`src/hdl/rfr_pkg.sv`:
```
// Package for the reply frame receiver: sizes, register indexes,
// configuration and result types, and the frame length clamp.
// No dependencies.
package rfr_pkg;

    localparam int MAX_FRAME = 127;
    localparam int MIN_FRAME = 3;

    localparam logic [7:0] HEADER_CODE_RST  = 8'd193;
    localparam logic [6:0] FRAME_LENGTH_RST = 7'd31;
    localparam logic [9:0] SKIP_LIMIT_RST   = 10'd1023;

    localparam int CFG_IDX_W  = 2;
    localparam int CFG_DATA_W = 10;

    localparam logic [CFG_IDX_W-1:0] CFG_HEADER_CODE  = 2'd0;
    localparam logic [CFG_IDX_W-1:0] CFG_FRAME_LENGTH = 2'd1;
    localparam logic [CFG_IDX_W-1:0] CFG_SKIP_LIMIT   = 2'd2;

    typedef struct packed {
        logic [7:0] header_code;
        logic [6:0] frame_length;
        logic [9:0] skip_limit;
    } t_cfg;

    typedef struct packed {
        logic [7:0] frame_byte;
        logic [6:0] byte_index;
        logic       frame_last;
        logic       checksum_ok;
        logic       header_matched;
    } t_result;

    // Effective length: register value held to the range MIN_FRAME..MAX_FRAME.
    function automatic logic [6:0] eff_length(input logic [6:0] len);
        logic [6:0] res;
        res = len;
        if (7'(MAX_FRAME) < res) res = 7'(MAX_FRAME);
        if (res < 7'(MIN_FRAME)) res = 7'(MIN_FRAME);
        return res;
    endfunction

endpackage

```
`src/hdl/reply_frame_receiver_top.sv`:
```
// Reply frame receiver top level: input register, frame core, result register.
// Depends on rfr_pkg, rfr_cfg_regs, rfr_frame_core, rfr_out_reg.
//
// Channel  | Handshake                  | Payload
// ---------+----------------------------+------------------------------------------
// in       | i_in_valid / o_in_stall    | i_rx_byte
// out      | o_out_valid / i_out_stall  | o_frame_byte, o_byte_index, o_frame_last,
//          |                            | o_checksum_ok, o_header_matched
// cfg      | i_cfg_we (no wait)         | i_cfg_index, i_cfg_data
//
// One byte per cycle sustained while the output is not stalled. A byte is
// registered on accept, passes through the frame logic from the input register and
// is loaded into the output register as it moves on; o_out_valid comes up with that
// load, and the result can be taken at an edge where i_out_stall is low.
// Bytes dropped during the header hunt leave the pipeline without waiting on the
// output side. Synchronous active-low reset puts the block in hunt with the
// default registers. A stall on the output backs up into the input register.
module reply_frame_receiver_top (
    input  logic                            i_clk,
    input  logic                            i_rst_n,
    // configuration
    input  logic                            i_cfg_we,
    input  logic [rfr_pkg::CFG_IDX_W-1:0]   i_cfg_index,
    input  logic [rfr_pkg::CFG_DATA_W-1:0]  i_cfg_data,
    // input items
    input  logic                            i_in_valid,
    output logic                            o_in_stall,
    input  logic [7:0]                      i_rx_byte,
    // result items
    output logic                            o_out_valid,
    input  logic                            i_out_stall,
    output logic [7:0]                      o_frame_byte,
    output logic [6:0]                      o_byte_index,
    output logic                            o_frame_last,
    output logic                            o_checksum_ok,
    output logic                            o_header_matched
);

    rfr_pkg::t_cfg    cfg;
    rfr_pkg::t_result res;
    rfr_pkg::t_result out_res;
    logic             res_valid;
    logic             out_free;
    logic             fire;

    logic       r_in_valid;
    logic [7:0] r_in_byte;

    // Held byte moves on when it makes no result or the result register has room
    assign fire       = r_in_valid && (!res_valid || out_free);
    assign o_in_stall = r_in_valid && !fire;

    always_ff @(posedge i_clk) begin
        if (!i_rst_n) begin
            r_in_valid <= 1'b0;
        end else if (!o_in_stall) begin
            r_in_valid <= i_in_valid;
        end
    end

    always_ff @(posedge i_clk) begin
        if (i_in_valid && !o_in_stall) begin
            r_in_byte <= i_rx_byte;
        end
    end

    rfr_cfg_regs u_cfg (
        .i_clk       (i_clk),
        .i_rst_n     (i_rst_n),
        .i_cfg_we    (i_cfg_we),
        .i_cfg_index (i_cfg_index),
        .i_cfg_data  (i_cfg_data),
        .o_cfg       (cfg)
    );

    rfr_frame_core u_core (
        .i_clk       (i_clk),
        .i_rst_n     (i_rst_n),
        .i_cfg       (cfg),
        .i_fire      (fire),
        .i_byte      (r_in_byte),
        .o_res_valid (res_valid),
        .o_res       (res)
    );

    rfr_out_reg u_out (
        .i_clk   (i_clk),
        .i_rst_n (i_rst_n),
        .i_load  (fire && res_valid),
        .i_res   (res),
        .i_stall (i_out_stall),
        .o_free  (out_free),
        .o_valid (o_out_valid),
        .o_res   (out_res)
    );

    assign o_frame_byte     = out_res.frame_byte;
    assign o_byte_index     = out_res.byte_index;
    assign o_frame_last     = out_res.frame_last;
    assign o_checksum_ok    = out_res.checksum_ok;
    assign o_header_matched = out_res.header_matched;

endmodule

```
`src/hdl/rfr_cfg_regs.sv`:
```
// Configuration registers of the reply frame receiver.
// Depends on rfr_pkg.
module rfr_cfg_regs (
    input  logic                             i_clk,
    input  logic                             i_rst_n,
    input  logic                             i_cfg_we,
    input  logic [rfr_pkg::CFG_IDX_W-1:0]    i_cfg_index,
    input  logic [rfr_pkg::CFG_DATA_W-1:0]   i_cfg_data,
    output rfr_pkg::t_cfg                    o_cfg
);

    rfr_pkg::t_cfg r_cfg;

    always_ff @(posedge i_clk) begin
        if (!i_rst_n) begin
            r_cfg.header_code  <= rfr_pkg::HEADER_CODE_RST;
            r_cfg.frame_length <= rfr_pkg::FRAME_LENGTH_RST;
            r_cfg.skip_limit   <= rfr_pkg::SKIP_LIMIT_RST;
        end else if (i_cfg_we) begin
            case (i_cfg_index)
                rfr_pkg::CFG_HEADER_CODE:  r_cfg.header_code  <= i_cfg_data[7:0];
                rfr_pkg::CFG_FRAME_LENGTH: r_cfg.frame_length <= i_cfg_data[6:0];
                rfr_pkg::CFG_SKIP_LIMIT:   r_cfg.skip_limit   <= i_cfg_data;
                default: ;  // unused index, write ignored
            endcase
        end
    end

    assign o_cfg = r_cfg;

endmodule

```
`src/hdl/rfr_frame_core.sv`:
```
// Frame state and per-byte logic: header hunt, position, checksum sum.
// Depends on rfr_pkg.
module rfr_frame_core (
    input  logic              i_clk,
    input  logic              i_rst_n,
    input  rfr_pkg::t_cfg     i_cfg,
    input  logic              i_fire,       // byte in input register moves on
    input  logic [7:0]        i_byte,
    output logic              o_res_valid,  // this byte produces a result item
    output rfr_pkg::t_result  o_res
);

    logic        r_hunting;
    logic [9:0]  r_skip_count;
    logic [6:0]  r_position;
    logic [15:0] r_sum;
    logic [7:0]  r_trailer_high;
    logic        r_matched;

    logic        n_hunting;
    logic [9:0]  n_skip_count;
    logic [6:0]  n_position;
    logic [15:0] n_sum;
    logic [7:0]  n_trailer_high;
    logic        n_matched;

    logic [6:0]  len;
    logic [10:0] reads;
    logic        hdr_match;
    logic        forced;
    logic        emit;
    logic [6:0]  pos;
    logic [15:0] sum_cur;
    logic [7:0]  th_cur;
    logic        matched_cur;
    logic        is_last;
    logic        is_trail_hi;

    always_comb begin
        len         = rfr_pkg::eff_length(i_cfg.frame_length);
        reads       = {1'b0, r_skip_count} + 11'd1;
        hdr_match   = (i_byte == i_cfg.header_code);
        forced      = (reads >= {1'b0, i_cfg.skip_limit});
        emit        = !r_hunting || hdr_match || forced;
        // A header restarts the frame from clean state
        pos         = r_hunting ? 7'd0  : r_position;
        sum_cur     = r_hunting ? 16'd0 : r_sum;
        th_cur      = r_hunting ? 8'd0  : r_trailer_high;
        matched_cur = r_hunting ? hdr_match : r_matched;
        is_last     = ({1'b0, pos} + 8'd1) >= {1'b0, len};
        is_trail_hi = ({1'b0, pos} + 8'd2) == {1'b0, len};
    end

    always_comb begin
        n_hunting      = r_hunting;
        n_skip_count   = r_skip_count;
        n_position     = r_position;
        n_sum          = r_sum;
        n_trailer_high = r_trailer_high;
        n_matched      = r_matched;
        if (i_fire) begin
            if (!emit) begin
                n_skip_count = reads[9:0];
            end else begin
                n_matched = matched_cur;
                if (is_last) begin
                    n_hunting      = 1'b1;
                    n_skip_count   = 10'd0;
                    n_position     = 7'd0;
                    n_sum          = 16'd0;
                    n_trailer_high = 8'd0;
                end else begin
                    n_hunting      = 1'b0;
                    n_skip_count   = 10'd0;
                    n_position     = pos + 7'd1;
                    n_sum          = is_trail_hi ? sum_cur : sum_cur + {8'd0, i_byte};
                    n_trailer_high = is_trail_hi ? i_byte : th_cur;
                end
            end
        end
    end

    always_ff @(posedge i_clk) begin
        if (!i_rst_n) begin
            r_hunting      <= 1'b1;
            r_skip_count   <= 10'd0;
            r_position     <= 7'd0;
            r_sum          <= 16'd0;
            r_trailer_high <= 8'd0;
            r_matched      <= 1'b0;
        end else begin
            r_hunting      <= n_hunting;
            r_skip_count   <= n_skip_count;
            r_position     <= n_position;
            r_sum          <= n_sum;
            r_trailer_high <= n_trailer_high;
            r_matched      <= n_matched;
        end
    end

    assign o_res_valid          = emit;
    assign o_res.frame_byte     = i_byte;
    assign o_res.byte_index     = pos;
    assign o_res.frame_last     = is_last;
    assign o_res.checksum_ok    = is_last && (sum_cur == {th_cur, i_byte});
    assign o_res.header_matched = matched_cur;

endmodule

```
`src/hdl/rfr_out_reg.sv`:
```
// Result register with valid/stall toward the consumer.
// Depends on rfr_pkg.
module rfr_out_reg (
    input  logic              i_clk,
    input  logic              i_rst_n,
    input  logic              i_load,
    input  rfr_pkg::t_result  i_res,
    input  logic              i_stall,
    output logic              o_free,       // register can take a result this cycle
    output logic              o_valid,
    output rfr_pkg::t_result  o_res
);

    logic             r_valid;
    rfr_pkg::t_result r_res;

    assign o_free = !r_valid || !i_stall;

    always_ff @(posedge i_clk) begin
        if (!i_rst_n) begin
            r_valid <= 1'b0;
        end else if (i_load) begin
            r_valid <= 1'b1;
        end else if (!i_stall) begin
            r_valid <= 1'b0;
        end
    end

    always_ff @(posedge i_clk) begin
        if (i_load) begin
            r_res <= i_res;
        end
    end

    assign o_valid = r_valid;
    assign o_res   = r_res;

endmodule

```
`config.mk`:
```
export PLATFORM = sky130hd
export DESIGN_NAME = reply_frame_receiver_top
export DESIGN_NICKNAME = d
export VERILOG_FILES = /design/src/hdl/rfr_pkg.sv /design/src/hdl/reply_frame_receiver_top.sv /design/src/hdl/rfr_cfg_regs.sv /design/src/hdl/rfr_frame_core.sv /design/src/hdl/rfr_out_reg.sv
export SDC_FILE = /design/constraint.sdc
export NUM_CORES = 1
export LEC_CHECK = 0
export CAP_MARGIN = 10
export CORE_MARGIN = 2
export CORE_UTILIZATION = 60
export CTS_CLUSTER_SIZE = 8
export DETAILED_ROUTE_END_ITERATION = 6
export DONT_BUFFER_PORTS = 1
export PLACE_DENSITY = 0.74
export SLEW_MARGIN = 20
export SYNTH_ARGS = -nofsm -noshare
export SYNTH_HDL_FRONTEND = slang
export SYNTH_SLANG_ARGS = --single-unit
```
`constraint.sdc`:
```
create_clock -name i_clk -period 4.7 [get_ports i_clk]
set_input_delay 0 -clock i_clk [delete_from_list [all_inputs] [get_ports i_clk]]
set_output_delay 0 -clock i_clk [all_outputs]
set_load 0.005 [all_outputs]
```
======== Yosys cells after proc, flatten, opt, wreduce, memory -nomap -nowiden ========
Index checks and enable logic that the tools add are counted.
operators by class
  magnitude comparators ................... 4
  $add $sub $neg .......................... 5
  equality and inequality tests ........... 6
  reduce and logical (&&, ||, !) cells .... 20
  mux-type cells .......................... 15
operators by type and width
  kind                                                   count
  two-way mux 16 bit                                     3
  two-way mux 7 bit                                      4
  two-way mux 8 bit                                      3
  adder 16 x 8 -> 16 bit                                 1
  equality test 16 bit                                   1
  adder 10 x 1 -> 11 bit, second input constant          1
  greater-or-equal comparator 11 x 10 -> 1 bit           1
  two-way mux 10 bit                                     1
  adder 7 x 1 -> 8 bit, second input constant            1
  adder 7 x 2 -> 8 bit, second input constant            1
  equality test 8 x 7 -> 1 bit                           1
  equality test 8 bit                                    1
  greater-or-equal comparator 8 x 7 -> 1 bit             1
  AND reduction 2 bit                                    4
  adder 7 x 1 -> 7 bit, second input constant            1
  < comparator 7 x 2 -> 1 bit, second input constant     1
  < comparator 7 bit, first input constant               1
  logical NOT 1 bit                                      6
  logical AND 1 bit                                      5
  logical OR 1 bit                                       4
  two-way mux 1 bit                                      4
  equality test 2 x 1 -> 1 bit, second input constant    1
  equality test 2 bit, second input constant             1
  logical NOT 2 bit                                      1
  inequality test 2 x 1 -> 1 bit, second input constant  1
storage, ports and cells
  bits in registers ....................... 96
  output and inout port bits .............. 20
  logic and storage cells ................. 67
  input bits .............................. 25

======== Logic depth before layout (Yosys ltp) ========
  depth in word-level cells ............... 10
  depth in mapped cells ................... 15
  mapped depth without buffers ............ 14

======== By module ========
Synthesis repeated with hierarchy kept, for this count alone.
unflattened totals
  cell total of the unflattened synthesis .. 556
  area, all modules ....................... 5,378.9 um^2
by module, submodules not included
  module                    area an instance (um^2)  seq. area each (um^2)  cells each  instances
  rfr_frame_core            3,448.3                  860.8                  415         1
  rfr_cfg_regs              1,054.8                  500.5                  104         1
  rfr_out_reg               575.6                    560.5                  22          1
  reply_frame_receiver_top  300.3                    260.2                  15          1

======== Worst setup path before layout ========
Ideal clock, no wire load.
  path kind ............................... flip-flop to flip-flop
  start point ............................. reg u_core.r_skip_count[0]
  end point ............................... reg u_core.r_sum[10]
  library setup time ...................... 0.120 ns
  path slack .............................. 1.017 ns
  arrival time ............................ 3.563 ns
  buffers on the path ..................... 1
  cell stages (with the launch flop) ...... 15
  data required time ...................... 4.580 ns
  period minus slack after synthesis ...... 3.683 ns
  cell sequence ........................... dfxtp_1 -> ha_1 -> nand3_1 -> and2_1 -> or2_2 -> ha_1 -> a21oi_1 -> o21ai_0 -> a21oi_1 -> o211ai_1 -> nand2_1 -> inv_1 -> buf_1 -> nor2_1 -> a211o_1
between the ends
  word-level cells in the longest chain between the ends .. 7
RTL lines
  what                                              line                            source
  start: declaration                                rfr_frame_core.sv:14            logic [9:0] r_skip_count;
  start signal: assignment                          rfr_frame_core.sv:93            r_skip_count <= n_skip_count;
  adder 10 x 1 -> 11 bit (*)                        rfr_frame_core.sv:41            reads = {1'b0, r_skip_count} + 11'd1;
  greater-or-equal comparator 11 x 10 -> 1 bit (*)  rfr_frame_core.sv:43            forced = (reads >= {1'b0, i_cfg.skip_limit});
  logical OR 1 bit (*)                              rfr_frame_core.sv:44            emit = !r_hunting || hdr_match || forced;
  logical NOT 1 bit                                 -
  logical OR 1 bit                                  reply_frame_receiver_top.sv:50  assign fire = r_in_valid && (!res_valid || out_free);
  logical AND 1 bit                                 reply_frame_receiver_top.sv:50
  AND reduction 2 bit (no source line) (*)          -
  end signal: assignment                            rfr_frame_core.sv:95            r_sum <= n_sum;
  end: declaration                                  rfr_frame_core.sv:16            logic [15:0] r_sum;
Every way passes the cells marked *; elsewhere a longest branch is shown, timed or not.
A chain may end at the register's enable or synchronous reset.

==> run_results.csv <==
group,metric,value,unit
drt,vias,3879,
global_routing,grt_max_degree,45,
drt,drt-total-wl,11100,µm
global_routing,grt_pass1_vias,3706,
outcome,status,"completed",
floorplanning,ioPinCount,45,
sta,hold_viol,0,
critical_path,end_kind,"flip-flop",
pwr,pwr-share-comb,5.9,%
floorplanning,core_area,8090,µm²
cells_and_area,postLayoutCoreUtil,68.3,%
sta,clock_skew,0.0142,ns
pwr,p_leak,2.28,nW
synthesis,synth_area_per_cell,9.56,µm²
synthesis,async_flop_share,0,%
global_routing,grt_overflow,0,
synthesis,postSynthCellCount,517,
global_routing,antenna_found_initial,0,
clock_tree,cts_tree,"done",
placed_design,port_buffers,0,
sta,fmax,262,MHz
pwr,power,1.50,mW
synthesis,yosysUniqueCellTypes,56,
synthesis,synth.most_common_cell,"dfxtp_1",
synthesis,synth_area_leaders,"dfxtp_1 (28%), edfxtp_1 (16%), ha_1 (7.1%)",
sta,slew_headroom,37.2,%
clock_tree,clock_latency,0.37,ns
pwr,p_clk_share,35.9,%
synthesis,synth_edf_count,26,
sta,finalSetupTns,0,ns
sta,setup_viol,0,
flow_run,maxCapViolCount,0,
drt,viasPerCell,5.94,
drt,drtIter0Drc,229,
drt,ant_nets,0,
critical_path,required,5.02,ns
drt,drc_errors,0,
cells_and_area,syn2layout_area_growth,11.8,%
floorplanning,rows,33,
sta,fin_crit,3.81,ns
floorplanning,initial_core_util,61.1,%
cells_and_area,post_route_cells_drive_above_1_share,6.93,%
sta,tightest_slew,0.940,ns
placed_design,gp_congestion,0.871,
sta,drv_slew,0,
sta,hold_slack,0.0155,ns
clock_tree,clkTransAtPathRegs,0.10,ns
drt,wl_per_cell,16.9,µm
synthesis,synth_top_flop_cell,"dfxtp_1",
drt,first_pass_iters,5,
pwr,irDropWorstVdd,0.000166,V
critical_path,critPathKind,"reg2reg",
cells_and_area,antennaDiodeCount,0,
cells_and_area,finalInstanceArea,5530,µm²
pwr,p_int,1.15,mW
floorplanning,die_y,94.8,µm
synthesis,syn_area,4940,µm²
floorplanning,die_area,8980,µm²
pwr,power_frac_seq,58.2,%
clock_tree,cts_buffers,9,
clock_tree,cts.path.max_buffers,2,
critical_path,worstPathArrival,4.14,ns
synthesis,synth_top_area_share,28.4,%
synthesis,synthTopCellsByCount,"dfxtp_1 (70), nand2_1 (50), nor2_1 (34)",
synthesis,yosys_warnings,0,
clock_tree,postCtsSetupBuffers,0,
synthesis,synth_seq_cells,96,
critical_path,start_kind,"flip-flop",
pwr,power.density,272,nW/µm²
pwr,power_switching,0.356,mW
pwr,p_sw_share,23.7,%
placed_design,placed_area,5040,µm²
cells_and_area,num-fill-cells,658,
sta,rsz0062_at_grt,"no",
global_routing,grt_use_total,26.6,%
sta,fin_crit_sh,81.1,%
worst_hold_path,hp-class,"in2reg",
global_routing,grt_pass1_wl,18300,µm
clock_tree,htree_levels,3,
floorplanning,die_w,94.8,µm
synthesis,syn_nets,571,
synthesis,synth_top_area_cell,"dfxtp_1",
cells_and_area,nets,597,
clock_tree,root_buffer,"clkbuf_8",
placed_design,dpl.hpwl,7660,µm
critical_path,path_max_fanout,8,
synthesis,yosysSeqAreaShare,44.2,%
clock_tree,numClockSinks,96,
[power by group through the flow]
stage	Clock, mW	Sequential (mW)	Combinational (mW)
after global placement	0	0.894	0.0584
after detailed placement	0	0.894	0.0599
after floorplan	0	0.888	0.0552
after global routing	0.578	0.877	0.0990
final	0.540	0.875	0.0885
after CTS	0.547	0.875	0.0876
[per-stage QoR]
stage / cells / setup slack [ns]
after floorplan: 517 / 1.02
after global placement: 609 / 1.09
after detailed placement: 609 / 0.976
after CTS: 653 / 0.949
after global routing: 653 / 0.494
final: 653 / 0.888
[what timing repair did]
action,CTS,global route
resized for setup,0,0
hold buffers,28,0
hold endpoints to repair,58,0
[kinds of logic (layout without fill, tap and decap cells)]
family	count (synthesis)	in the layout	synth area share, %
AO/OA/AOI/OAI	111	111	16.6
XOR/XNOR	39	39	6.91
adder cells (fa/ha/maj)	29	29	7.49
buffers and inverters	49	80	3.82
flip-flops	96	96	44.2
multiplexers	13	13	2.63
AND/OR/NAND/NOR	180	180	18.4
[worst max-delay path: stages (launching register included)]
cell	delay, ns
dfxtp_1	0.37
nor2b_1	0.40
ha_1	0.36
nand4_1	0.14
xnor2_1	0.14
nor2_1	0.16
ha_1	0.27
a21o_1	0.18
a21oi_1	0.14
o21ai_0	0.16
a2111oi_2	0.87
nand3_1	0.20
nor4_1	0.24
a211o_1	0.14
[per-layer routing]
layer	track usage, %	up-vias	share of wire [%]
met5	0	-	0
met4	10.0	0	2.0
met3	3.51	17	4.2
met2	44.8	99	49
met1	34.8	1841	45
li1	-	1922	-
[final cells by class]
type | count | area [µm²] | area share (%)
Clock inverter | 7 | 71.3 | 1.29
Clock buffer | 9 | 124 | 2.24
Tap cell | 105 | 131 | 2.38
Inverter | 30 | 113 | 2.04
Timing Repair Buffer | 34 | 335 | 6.07
Multi-Input combinational cell | 372 | 2570 | 46.5
Sequential cell | 96 | 2180 | 39.5
[final timing paths]
| check | start | to | slack, ns | cells past startpoint |
|---|---|---|---|---|
| worst min-delay path | i_out_stall | u_core.r_hunting | 0.02 | 4 |
| worst max-delay path | u_core.r_position[1] | u_core.r_sum[12] | 0.89 | 13 |
| worst max register to register | u_core.r_position[1] | u_core.r_sum[12] | 0.89 | 13 |
| worst min register to register | u_core.r_matched | u_core.r_matched | 0.48 | 2 |
[state kept, by name, indices dropped and copies added, names as in the netlist]
| register | cells |
|---|---|
| u_core.r_matched | 1 |
| u_core.r_hunting | 1 |
| u_core.r_sum | 16 |
| u_core.r_position | 7 |
| u_core.r_skip_count | 10 |
| r_in_valid | 1 |
| u_out.o_res | 18 |
| u_core.r_trailer_high | 8 |
| r_in_byte | 8 |
| u_out.o_valid | 1 |
| u_cfg.o_cfg | 25 |
[layout by cell type (no fill, tap or decap), drive strengths merged, types with 7 or more instances in the layout]
cell type,n
dlygate4sd3,27
nor4,8
nand2,50
o211ai,16
xnor2,14
ha,28
buf,7
mux2i,13
nand3,29
xor2,25
o21ai,19
clkbuf,9
inv,30
nor2,35
edfxtp,26
dfxtp,70
nor2b,19
a32o,15
a21oi,24
Power figures use the tool's default switching activity.
